### src/rtl/clsm_pkg.sv
// Package for the column line scan mask: field widths, column state and
// pipeline stage types, and the packing of stream data.
// Depends on nothing; every other file of the block uses it.
package clsm_pkg;

  localparam int ROW_W    = 10;
  localparam int COL_W    = 10;
  localparam int PIX_W    = 8;
  localparam int THR_W    = 10;
  localparam int COLS     = 1024;
  localparam int ADDR_W   = (COLS > 1) ? $clog2(COLS) : 1;
  localparam int CLEAR_LAST = COLS - 1;

  localparam int S_DATA_W = 56;
  localparam int M_DATA_W = 48;
  localparam int APB_AW   = 3;

  localparam logic [0:0] REG_GAP_THRESHOLD = 1'b0;
  localparam logic [0:0] REG_EDGE_LEVEL    = 1'b1;

  localparam logic [THR_W-1:0] GAP_THRESHOLD_RESET = THR_W'(10);
  localparam logic [PIX_W-1:0] EDGE_LEVEL_RESET    = PIX_W'(255);

  typedef struct packed {
    logic             top_found;
    logic [ROW_W-1:0] top_row;
    logic             bot_found;
    logic [ROW_W-1:0] bot_row;
  } col_state_t;

  localparam int STATE_W = $bits(col_state_t);

  typedef struct packed {
    logic [ROW_W-1:0] row;
    logic [COL_W-1:0] col;
    logic             in_range;
    logic             frame_start;
    logic             is_edge;
    logic [PIX_W-1:0] red;
    logic [PIX_W-1:0] green;
    logic [PIX_W-1:0] blue;
  } pix_t;

  typedef struct packed {
    logic [PIX_W-1:0] red;
    logic [PIX_W-1:0] green;
    logic [PIX_W-1:0] blue;
    logic [COL_W-1:0] col;
    logic             in_range;
    col_state_t       state;
  } result_t;

  function automatic logic [M_DATA_W-1:0] pack_result(input result_t res);
    pack_result = {2'b00, res.state.top_row, res.state.top_found,
                   res.state.bot_row, res.state.bot_found,
                   res.blue, res.green, res.red};
  endfunction

endpackage

### src/rtl/clsm_cfg.sv
// APB register file of the column line scan mask: gap threshold and edge
// level. Depends on clsm_pkg.
module clsm_cfg (
  input  logic                          clk,
  input  logic                          rst,
  input  logic                          psel,
  input  logic                          penable,
  input  logic                          pwrite,
  input  logic [clsm_pkg::APB_AW-1:0]   paddr,
  input  logic [31:0]                   pwdata,
  output logic [31:0]                   prdata,
  output logic                          pready,
  output logic [clsm_pkg::THR_W-1:0]    gap_threshold,
  output logic [clsm_pkg::PIX_W-1:0]    edge_level
);

  logic [0:0] reg_sel;
  logic       wr;

  assign reg_sel = paddr[2:2];
  assign pready  = 1'b1;
  assign wr      = psel & penable & pwrite & pready;

  always_ff @(posedge clk) begin
    if (rst) begin
      gap_threshold <= clsm_pkg::GAP_THRESHOLD_RESET;
      edge_level    <= clsm_pkg::EDGE_LEVEL_RESET;
    end else if (wr) begin
      case (reg_sel)
        clsm_pkg::REG_GAP_THRESHOLD: gap_threshold <= pwdata[clsm_pkg::THR_W-1:0];
        clsm_pkg::REG_EDGE_LEVEL:    edge_level    <= pwdata[clsm_pkg::PIX_W-1:0];
        default: ;
      endcase
    end
  end

  always_comb begin
    case (reg_sel)
      clsm_pkg::REG_GAP_THRESHOLD: prdata = {{(32-clsm_pkg::THR_W){1'b0}}, gap_threshold};
      clsm_pkg::REG_EDGE_LEVEL:    prdata = {{(32-clsm_pkg::PIX_W){1'b0}}, edge_level};
      default:                     prdata = '0;
    endcase
  end

endmodule

### config.mk
export PLATFORM = sky130hd
export DESIGN_NAME = clsm_cfg
export DESIGN_NICKNAME = d
export VERILOG_FILES = /design/src/rtl/clsm_pkg.sv /design/src/rtl/clsm_cfg.sv
export SDC_FILE = /design/constraint.sdc
export NUM_CORES = 1
export LEC_CHECK = 0
export ABC_AREA = 0
export BUFFER_PORTS_ARGS = -buffer_cell sky130_fd_sc_hd__clkbuf_2
export CORE_MARGIN = 1.5
export CORE_UTILIZATION = 25
export CTS_CLUSTER_DIAMETER = 80
export DETAILED_ROUTE_END_ITERATION = 8
export PLACE_DENSITY = 0.66
export SLEW_MARGIN = 40
export SYNTH_ARGS = -nofsm -noshare
export SYNTH_HDL_FRONTEND = slang
export SYNTH_SLANG_ARGS = --single-unit
### constraint.sdc
create_clock -name clk -period 0.8 [get_ports clk]
set_input_delay 0.08 -clock clk [delete_from_list [all_inputs] [get_ports clk]]
set_output_delay 0.08 -clock clk [all_outputs]
set_load 0.01 [all_outputs]
==> impl_results.md <==
- Outcome: complete, but fails checks
- Violated checks: negative setup slack
- Average wire length per cell after detail routing: 10.4 um
- CORE AREA: 4000 sq um
- Min Hold Slack: between 70 and 80 ps
- Effective utilization at floorplan: 26.2%
- Final critical-path share of the clock period: 130%
- Drc violations: 0
- Share of final-layout standard cells stronger than drive strength 1: 55.1%
- Drt first-iter violations: 22
- Seq/Total Area, Yosys: roughly 34%
- Yosys warning count: 0
- Die Span Y: 67.7 um
- Fraction of the mapped netlist area in simple logic gates: 19.0%
- Worst endpoint data arrival time: 960 ps
- Maximum number of pins on one net before global-route repair: 35
- XOR/XNOR share of the synthesized area: 0%
- Minimum clock period after layout: ~1000 ps
- Leftover overflow at the end of global routing: 0
- Max Clock Skew: 0 ps
- Total of fill cells in the finished design: 425
- DRT Pass-1 Iters: 4
- Crit-path cells: mux2_4 -> buf_6
- Synth Area per Inst: 9.27 sq um
- Count of standard-cell rows: 23
- Vias in the first global route: 747
- Buffers on Ports: 43
- First-pass GRT wire length: 3.32 mm
- Most frequent cells in the layout: 33 x buf_6, 23 x conb_1, 20 x clkbuf_2
- Deepest level of the CTS H-tree: 1
- Antenna violations before repair: 0
- TritonCTS clock tree: built
- Kind of start point of the critical path: flip-flop
- Slowest stage cell, crit path: dfxtp_2
- Placed cells: 213
- # nets final: 218
- Largest stage delay on the critical path: 330 ps
- Later-pin clock latency in the skew report: 250 ps
- Buffer depth of the longest clock path: 2
- Synthesized instance count: 113
- Final-report max-slew violation count: 0
- Overall die area: 4590 sq um
- Worst setup timing slack at the placement stage: -150 ps
- Number of distinct library cells after synthesis: 13
- Worst-case setup margin in the final layout: -242 ps
- Data required time at the worst endpoint: 720 ps
- Antenna Cells: 0
- Clk sinks: 18
- Number of top-level pins: 91
- CP endpoint kind: output pin
- Count of hold buffers inserted by post-cts repair: 0
- Weighted congestion at the end of routability-driven global placement: 0.611
- Layout overhead on the synthesized area: 57.7%
- Total of flip-flops plus latches after synthesis: 18
- Half-perimeter wire length after placement: between 1.5 and 2 mm
- Wirelength, routed: 2.36 mm
- Vias per std cell: roughly 3.9
- Critical path type: reg2out
- Reg clk slew, reported paths: 60 ps
- Fmax: 959 MHz
- Worst vdd ir: 0.660 mV
- Total routing usage reported by global routing: 9.85%
- Maximum Capacitance Violations: 0
- Vias: 877
- Post-Syn Area: between 1000 and 1500 sq um
- Fraction of synthesized area in multiplexers: 25.8%
- Count of non-filler cells in the finished layout: 226
- Main combinational cell family by area after synthesis: multiplexers
- Synthesized-area fraction occupied by ao, oa, aoi and oai cells: 0%
- CTS Root Buffer Type: clkbuf_8
- Post-DRT Antenna Nets: 0
- Leading cell type in the layout, fill and taps excluded: buf_6
- Die X-Extent: 67.7 um
- Final Hold Violating Endpoints: 0
- Adder-cell share of the synthesized area: 0%
- Highest net fanout along the worst path: 2
- HP Class: in2reg
- Setup violation total in the final timing report: 26
- Pwr per Cell Area: between 1000 and 1500 nW/um^2
- Leakage power: about 0.75 nW
- Number of buffers inserted during clock tree synthesis: 3
- Unrepaired setup endpoints after global routing: yes
-- flip-flops by register name, summed over array words and instances (netlist names) --
| signal | flops |
|---|---|
| edge_level | 8 |
| gap_threshold | 10 |
-- power breakdown --
group	switching, mW	leakage (nW)	internal, mW
registers	0.0127	0.145	0.919
clock network	0.297	0.0216	0.334
logic	0.191	0.586	0.218
-- routing by layer --
metal  wire length [um]  part of all wire [%]  global-route usage (%)  up-vias
met5                  0                     0                       0        -
met4                  8                  0.34                    3.06        0
li1                   -                     -                       -      443
met1               1000                    42                    11.4      395
met2               1160                    49                    16.8       37
met3                185                   7.8                    3.67        2
-- final timing paths --
kind         depth (start not counted)                to  slack, ps              from
max                                  2         prdata[4]       -240  gap_threshold[4]
min                                  3  gap_threshold[9]         70         pwdata[9]
max reg2reg                          4  gap_threshold[5]         10  gap_threshold[5]
min reg2reg                          2  gap_threshold[7]        480  gap_threshold[7]
-- worst max-delay path: cells and delay by family (launching register included) --
family / cells / cell delay, ps
flops: 1 / 330
mux: 1 / 270
buf+inv: 1 / 120
-- through the flow --
step | cell area [sq um] | TNS [ps] | power, mW | utilization (%)
finish | 1650 | -3390 | 1.97 | 41.3
global route | 1650 | -4270 | 2.08 | 41.3
CTS | 1480 | -3840 | 1.96 | 36.9
detailed placement | 1330 | -2010 | 1.29 | 33.3
global placement | 1330 | -1860 | 1.28 | 33.3
floorplan | 1130 | 0 | 1.23 | -
-- layout make-up --
type                            instances  area, sq um  area share (%)
Timing Repair Buffer                   68          602            36.4
Multi-Input combinational cell         87          563            34.1
Tap cell                               50         62.6            3.79
Sequential cell                        18          383            23.2
Clock buffer                            3         41.3            2.50
-- synthesized netlist by cell type, drive strengths merged --
cell type / count / area, sq um
mux2: 8 / 90.1
mux2i: 18 / 180
and4b: 1 / 10.0
dfxtp: 18 / 360
clkbuf: 1 / 3.75
nor2: 18 / 67.6
buf: 28 / 206
conb: 2 / 7.51
nor2b: 2 / 12.5
nand2b: 16 / 100
and4: 1 / 8.76
-- timing repair --
item,in CTS,in global routing
gates resized for setup,21,56
setup endpoints to repair,28,29
buffers inserted,9,1
endpoints found under the hold margin,0,0
-- logic make-up after synthesis --
group,Yosys count
simple gates,38
buf+inv,29
mux,26
flops,18
other cells,2
No activity file was read; power rests on OpenSTA's default activity.
