## config.mk

```make
export PLATFORM = sky130hd
export DESIGN_NAME = clsm_update
export DESIGN_NICKNAME = d
export VERILOG_FILES = /design/src/rtl/clsm_pkg.sv /design/src/rtl/clsm_update.sv
export SDC_FILE = /design/constraint.sdc
export NUM_CORES = 1
export LEC_CHECK = 0
export BUFFER_PORTS_ARGS = -buffer_cell sky130_fd_sc_hd__clkbuf_2
export CAP_MARGIN = 40
export CORE_ASPECT_RATIO = 1.2
export CORE_MARGIN = 2
export CORE_UTILIZATION = 36
export DETAILED_ROUTE_END_ITERATION = 12
export PLACE_DENSITY = 0.74
export SYNTH_ARGS = -nofsm -noshare
export SYNTH_HDL_FRONTEND = slang
export SYNTH_SLANG_ARGS = --single-unit
```

## constraint.sdc

```tcl
create_clock -name vclk -period 9.2
set_input_delay 0.92 -clock vclk [all_inputs]
set_output_delay 0.92 -clock vclk [all_outputs]
set_load 0.05 [all_outputs]
```

## src/rtl/clsm_pkg.sv

```systemverilog
// Package for the column line scan mask: field widths, column state and
// pipeline stage types, and the packing of stream data.
// Depends on nothing; every other file of the block uses it.
package clsm_pkg;

  localparam int ROW_W    = 10;
  localparam int COL_W    = 10;
  localparam int PIX_W    = 8;
  localparam int THR_W    = 10;
  localparam int COLS     = 1024;
  localparam int ADDR_W   = (COLS > 1) ? $clog2(COLS) : 1;
  localparam int CLEAR_LAST = COLS - 1;

  localparam int S_DATA_W = 56;
  localparam int M_DATA_W = 48;
  localparam int APB_AW   = 3;

  localparam logic [0:0] REG_GAP_THRESHOLD = 1'b0;
  localparam logic [0:0] REG_EDGE_LEVEL    = 1'b1;

  localparam logic [THR_W-1:0] GAP_THRESHOLD_RESET = THR_W'(10);
  localparam logic [PIX_W-1:0] EDGE_LEVEL_RESET    = PIX_W'(255);

  typedef struct packed {
    logic             top_found;
    logic [ROW_W-1:0] top_row;
    logic             bot_found;
    logic [ROW_W-1:0] bot_row;
  } col_state_t;

  localparam int STATE_W = $bits(col_state_t);

  typedef struct packed {
    logic [ROW_W-1:0] row;
    logic [COL_W-1:0] col;
    logic             in_range;
    logic             frame_start;
    logic             is_edge;
    logic [PIX_W-1:0] red;
    logic [PIX_W-1:0] green;
    logic [PIX_W-1:0] blue;
  } pix_t;

  typedef struct packed {
    logic [PIX_W-1:0] red;
    logic [PIX_W-1:0] green;
    logic [PIX_W-1:0] blue;
    logic [COL_W-1:0] col;
    logic             in_range;
    col_state_t       state;
  } result_t;

  function automatic logic [M_DATA_W-1:0] pack_result(input result_t res);
    pack_result = {2'b00, res.state.top_row, res.state.top_found,
                   res.state.bot_row, res.state.bot_found,
                   res.blue, res.green, res.red};
  endfunction

endpackage

```

## src/rtl/clsm_update.sv

```systemverilog
// Column state update of the column line scan mask: applies frame start,
// forwarding, the edge rules and masking for one pixel. Depends on clsm_pkg.
module clsm_update (
  input  clsm_pkg::pix_t                pix,
  input  clsm_pkg::col_state_t          loaded,
  input  logic                          fwd_hit,
  input  clsm_pkg::col_state_t          fwd_state,
  input  logic [clsm_pkg::THR_W-1:0]    gap_threshold,
  output clsm_pkg::result_t             res
);

  clsm_pkg::col_state_t   cur;
  clsm_pkg::col_state_t   upd;
  logic [clsm_pkg::ROW_W-1:0] diff;

  always_comb begin
    if (pix.frame_start) begin
      cur = '0;
    end else if (fwd_hit) begin
      cur = fwd_state;
    end else begin
      cur = loaded;
    end

    diff = (pix.row >= cur.bot_row) ? (pix.row - cur.bot_row) : (cur.bot_row - pix.row);

    upd       = cur;
    res.red   = pix.red;
    res.green = pix.green;
    res.blue  = pix.blue;
    if (cur.top_found) begin
      res.red   = '0;
      res.green = '0;
      res.blue  = '0;
    end else if (pix.is_edge) begin
      if (!cur.bot_found) begin
        upd.bot_found = 1'b1;
        upd.bot_row   = pix.row;
      end else if (diff > gap_threshold) begin
        upd.top_found = 1'b1;
        upd.top_row   = pix.row;
      end else begin
        upd.bot_row = pix.row;
      end
    end

    if (!pix.in_range) begin
      upd       = '0;
      res.red   = pix.red;
      res.green = pix.green;
      res.blue  = pix.blue;
    end

    res.col      = pix.col;
    res.in_range = pix.in_range;
    res.state    = upd;
  end

endmodule

```

==> flow_metrics.py, run 1 <==
metrics = {
    "finish": {
        "nNetsFinal": 552,
        "stdcell_area_mm2": 0.00275,
        "syn_to_final_growth_pct": 30.9,
        "clkbuf_count": 0,
        "seq_area_um2": 0,
        "antennaDiodeCount": 0,
        "stdcell_count": 497,
        "seq_cell_count": 0,
        "utilization": 0.486,
        "drive_gt1_frac": 0.403,
    },
    "detailed_routing": {
        "ant_nets": 0,
        "wl_per_cell_um": 12.6,
        "routed_via_density": 4.81,
        "via_count": 2392,
        "dr.pass1.iters": 4,
        "wirelength_mm": 6.29,
        "drc": 0,
        "drt_iter0_markers": 45,
    },
    "global_route": {
        "antenna_found_initial": 0,
        "grt_overflow": 0,
        "grt.total_usage": 0.185,
        "met3_usage": 0.0173,
        "grt_pass1_vias": 2253,
        "grt_pass1_wl_mm": 9.86,
        "grt_start_max_net_pins": 23,
        "grt_use_met2": 0.363,
        "grt.busiest_layer": "met2",
        "grt_use_met1": 0.222,
    },
    "placed_design": {
        "gp_congestion": 0.875,
        "portBuffers": 139,
        "dpl.cell_count": 497,
        "dpl.hpwl_mm": 5.68,
        "dpl_cell_area_mm2": 0.00275,
    },
    "synthesis": {
        "yosys.area_share.adder": 0.192,
        "synth_top_cell_by_area": "ha_1",
        "synth.top_cell.area_share": 0.173,
        "synthXorXnorAreaFrac": 0.0333,
        "synth_area_mm2": 0.00210,
        "synth_nets": 437,
        "synth_seq_area_share": 0,
        "avgSynthCellArea_um2": 6.92,
        "synthDistinctLibCells": 42,
        "synth_commonest_cells": "nand2_1, inv_1, mux2i_1",
        "synth_compound_area_frac": 0.178,
        "synth_area_leaders": "ha_1, mux2i_1, nor2b_1",
        "synth-simple-area-share": 0.256,
        "synthCells": 304,
        "yosysMostFrequentCell": "nand2_1",
        "synth_top_family_by_area": "simple AND/OR/NAND/NOR gates",
        "synth_mux_area_frac": 0.206,
        "ys_warn_count": 0,
    },
    "worst_hold_path": {
        "hold_depth": 0,
        "hold_path.class": "in2out",
        "min_from": "pix[27]",
        "min_to": "res[23]",
    },
    "floorplanning": {
        "core_mm2": 0.00567,
        "die_h_um": 87.7,
        "initial_utilization": 0.371,
        "io_pins": 159,
        "die_x_um": 73.8,
        "die-area_mm2": 0.00647,
        "row_count": 30,
    },
    "timing": {
        "max_freq_ghz": 0.129,
        "min_period_ns": 7.76,
        "slew_headroom": 0.344,
        "drv_slew": 0,
        "setup_viol": 0,
        "fin_crit_sh": 0.843,
        "worst_pin_slew_ns": 0.980,
        "tns_ns": 0,
        "final_hold_viol_count": 0,
        "rsz0062_at_grt": "no",
    },
    "power": {
        "p_sw_uw": 147,
        "powerDensity_mw_per_mm2": 83.9,
        "peakVddDrop_v": 0.0000449,
        "clockPowerShare": 0,
        "p_leak_nw": 1.64,
        "pwr-share-seq": 0,
        "p_int_uw": 84.2,
        "switching_share": 0.635,
        "pwr-share-comb": 1.000,
    },
    "critical_path": {
        "end_kind": "primary output",
        "crit_fanout": 22,
        "worstPathArrival_ns": 6.84,
        "startpoint_type": "input pin",
        "cp_data_required_time_ns": 8.28,
        "critPathKind": "in2out",
    },
    "run_status": {
        "status": "completed",
    },
    "clock_network": {
        "postCtsHoldBufs": 0,
        "ctsResizeCount": 0,
        "cts_setup_buffers": 0,
    },
    "run": {
        "maxCapViolations": 0,
    },
}
[worst max path at each step]
| stage | from | end | slack [ns] | cells past startpoint |
|---|---|---|---|---|
| after floorplan | fwd_hit | res[11] | 2.73 | 23 |
| after global placement | fwd_hit | res[14] | 1.67 | 21 |
| after detailed placement | fwd_hit | res[14] | 1.44 | 21 |
| after CTS | fwd_hit | res[14] | 1.43 | 21 |
| after global routing | fwd_hit | res[14] | 0.95 | 21 |
| final | fwd_hit | res[14] | 1.44 | 21 |
[final cells by class]
type                            count  area (um2)
Fill cell                         586        2920
Multi-Input combinational cell    245        1830
Timing Repair Buffer              140         707
Inverter                           32         120
Tap cell                           80         100
[per-stage QoR]
stage	hold slack (ns)	setup WS [ns]	total power [mW]
2_1_floorplan	2.01	2.73	0.186
3_3_place_gp	1.84	1.67	0.226
3_5_place_dp	1.84	1.44	0.231
4_1_cts	1.84	1.43	0.232
5_1_grt	1.84	0.952	0.253
6_report	1.84	1.44	0.231
[power by group through the flow]
stage	Clock, mW	Sequential, mW	Combinational (mW)
2_1_floorplan	0	0	0.186
3_3_place_gp	0	0	0.226
3_5_place_dp	0	0	0.231
4_1_cts	0	0	0.232
5_1_grt	0	0	0.253
6_report	0	0	0.231
[layer usage]
layer	part of all wire	wire length, um	up-vias
met2	0.53	3340	98
met5	0	0	-
met1	0.40	2520	1046
li1	-	-	1246
met3	0.066	412	2
met4	0.0022	14	0
[worst max-delay path: stages]
cell	delay, ns
clkbuf_2	0.49
mux2i_1	0.15
or2_2	0.32
inv_1	0.06
ha_1	0.15
inv_1	0.06
fa_1	0.41
a21o_1	0.16
a21oi_1	0.26
a21oi_1	0.12
o22ai_2	0.47
mux2i_1	0.28
xor2_1	0.09
ha_1	0.30
nand2_1	0.06
o21ai_0	0.18
a21oi_1	0.09
o211ai_1	0.78
nand3_1	0.68
mux2i_1	0.44
clkbuf_2	0.34
[kinds of logic after synthesis]
group                      after synthesis
adders and majority gates               31
muxes                                   42
and+or+nand+nor                        106
AOI/OAI and AO/OA                       58
xor gates and xnor gates                 8
buffers and inverters                   59
[placed cells by master, fill, tap and decap left out, types with 2 or more instances in the layout]
master,netlist,final
nand2b_1,2,2
nor2_1,14,14
o2bb2ai_1,2,2
nand3_1,6,6
fa_1,2,2
mux2_2,11,11
a21oi_1,24,24
a21o_2,2,2
o21ai_0,5,5
nor2b_1,28,28
ha_1,29,29
a211oi_1,2,2
o21bai_1,9,9
mux2i_1,31,31
nor3_2,1,2
inv_1,31,31
xnor2_1,4,4
or2_2,10,10
a31oi_1,3,3
xor2_1,4,4
a21o_1,2,2
o21a_1,3,3
nand2_1,36,36
clkbuf_2,0,139
No activity file was read; power rests on OpenSTA's default activity.
==> run 2: changes to the inputs <==
- clock period: 9.2 -> 7.55 ns (I/O delays scaled with it)
==> flow_metrics.py, run 2 (synthesis gave the netlist of run 1 again) <==
metrics = {
    "finish": {
        "seq_area_um2": 0,
        "nNetsFinal": 558,
        "syn_to_final_growth_pct": 33.0,
        "antennaDiodeCount": 0,
        "stdcell_count": 503,
        "stdcell_area_mm2": 0.00280,
        "clkbuf_count": 0,
        "utilization": 0.494,
        "mostFrequentLayoutCells": "clkbuf_2, nand2_1, inv_1, mux2i_1, ha_1",
        "final_common_cell": "clkbuf_2",
        "seq_cell_count": 0,
        "drive_gt1_frac": 0.411,
    },
    "power": {
        "clockPowerShare": 0,
        "peakVddDrop_v": 0.0000526,
        "p_leak_nw": 1.67,
        "pwr-share-comb": 1.000,
        "pwr-share-seq": 0,
        "powerDensity_mw_per_mm2": 107,
        "p_sw_uw": 183,
        "switching_share": 0.613,
        "p_int_uw": 115,
    },
    "floorplanning": {
        "die_x_um": 73.8,
        "core_mm2": 0.00567,
        "row_count": 30,
        "initial_utilization": 0.371,
        "die_h_um": 87.7,
        "die-area_mm2": 0.00647,
        "io_pins": 159,
    },
    "global_route": {
        "antenna_found_initial": 0,
        "grt_pass1_vias": 2312,
        "grt.total_usage": 0.196,
        "grt_start_max_net_pins": 17,
        "grt_pass1_wl_mm": 10.3,
        "grt_overflow": 0,
    },
    "timing": {
        "drv_slew": 0,
        "rsz0062_at_grt": "no",
        "worst_pin_slew_ns": 0.763,
        "setup_viol": 0,
        "tns_ns": 0,
        "slew_headroom": 0.489,
        "min_period_ns": 6.81,
        "final_hold_viol_count": 0,
        "hold_ws_ns": 1.51,
        "fin_crit_sh": 0.902,
        "max_freq_ghz": 0.147,
    },
    "detailed_routing": {
        "routed_via_density": 4.81,
        "wl_per_cell_um": 13.1,
        "ant_nets": 0,
        "via_count": 2418,
        "drc": 0,
        "drt_iter0_markers": 47,
        "dr.pass1.iters": 4,
        "wirelength_mm": 6.58,
    },
    "placed_design": {
        "portBuffers": 139,
        "gp_congestion": 0.902,
        "dpl_cell_area_mm2": 0.00277,
        "dpl.cell_count": 499,
        "dpl.hpwl_mm": 5.91,
    },
    "run": {
        "maxCapViolations": 0,
    },
    "critical_path": {
        "worstPathArrival_ns": 6.05,
        "crit_fanout": 13,
        "critPathMaxStageDelay_ns": 0.57,
        "crit_slowest_cell": "nand3_1",
        "end_kind": "primary output",
        "cp_top_family": "simple AND/OR/NAND/NOR gates",
        "cp_cell_sequence": "clkbuf_2 -> mux2i_1 -> or2_2 -> inv_1 -> ha_1 -> inv_1 -> fa_1 -> a21o_1 -> a21oi_1 -> a21oi_1 -> o22ai_2 -> mux2i_1 -> xor2_1 -> ha_1 -> nand3_1 -> nor3_1 -> nand3_1 -> and2_0 -> nand3_1 -> mux2i_1 -> clkbuf_2",
        "startpoint_type": "input pin",
        "cp_data_required_time_ns": 6.80,
        "crit_buf_inv": 4,
        "critPathKind": "in2out",
    },
    "worst_hold_path": {
        "hold_path.class": "in2out",
    },
    "run_status": {
        "status": "completed",
    },
}
## run 2: cell count changes in the layout (fill, tap and decap cells not counted), sizes merged
cell  before  now
buf        1    7
## run 2: path summary, 6_finish.rpt
kind / start / endpoint / slack, ns / depth (start not counted)
max: fwd_hit / res[14] / 0.74 / 21
min: pix[35] / res[31] / 1.51 / 0
## run 2: routing by layer
metal / GRT usage / share of wire
met5: 0 / 0
met4: 0.0380 / 0.018
met3: 0.0230 / 0.068
met2: 0.377 / 0.53
met1: 0.230 / 0.39
## run 2: through the flow
step           setup slack, ns  power [mW]
4_1_cts                  0.440       0.284
5_1_grt                  0.302       0.326
3_3_place_gp             0.610       0.277
3_5_place_dp             0.435       0.283
6_report                 0.742       0.298
2_1_floorplan             1.41       0.227
## run 2: timing repair
item,4_1_cts,5_1_grt
hold endpoints to repair,0,0
buffers inserted,0,4
setup endpoints to repair,0,2
gates resized for setup,0,0
hold buffers,0,0
## run 2: layout make-up
class	count	area [um2]
Timing Repair Buffer	146	752
Tap cell	80	100
Inverter	32	120
Multi-Input combinational cell	245	1830
Fill cell	578	2870
## run 2: power groups by stage
stage	logic [mW]	clock network, mW	registers, mW
after floorplan	0.227	0	0
after global placement	0.277	0	0
after detailed placement	0.283	0	0
after CTS	0.284	0	0
after global routing	0.326	0	0
final	0.298	0	0
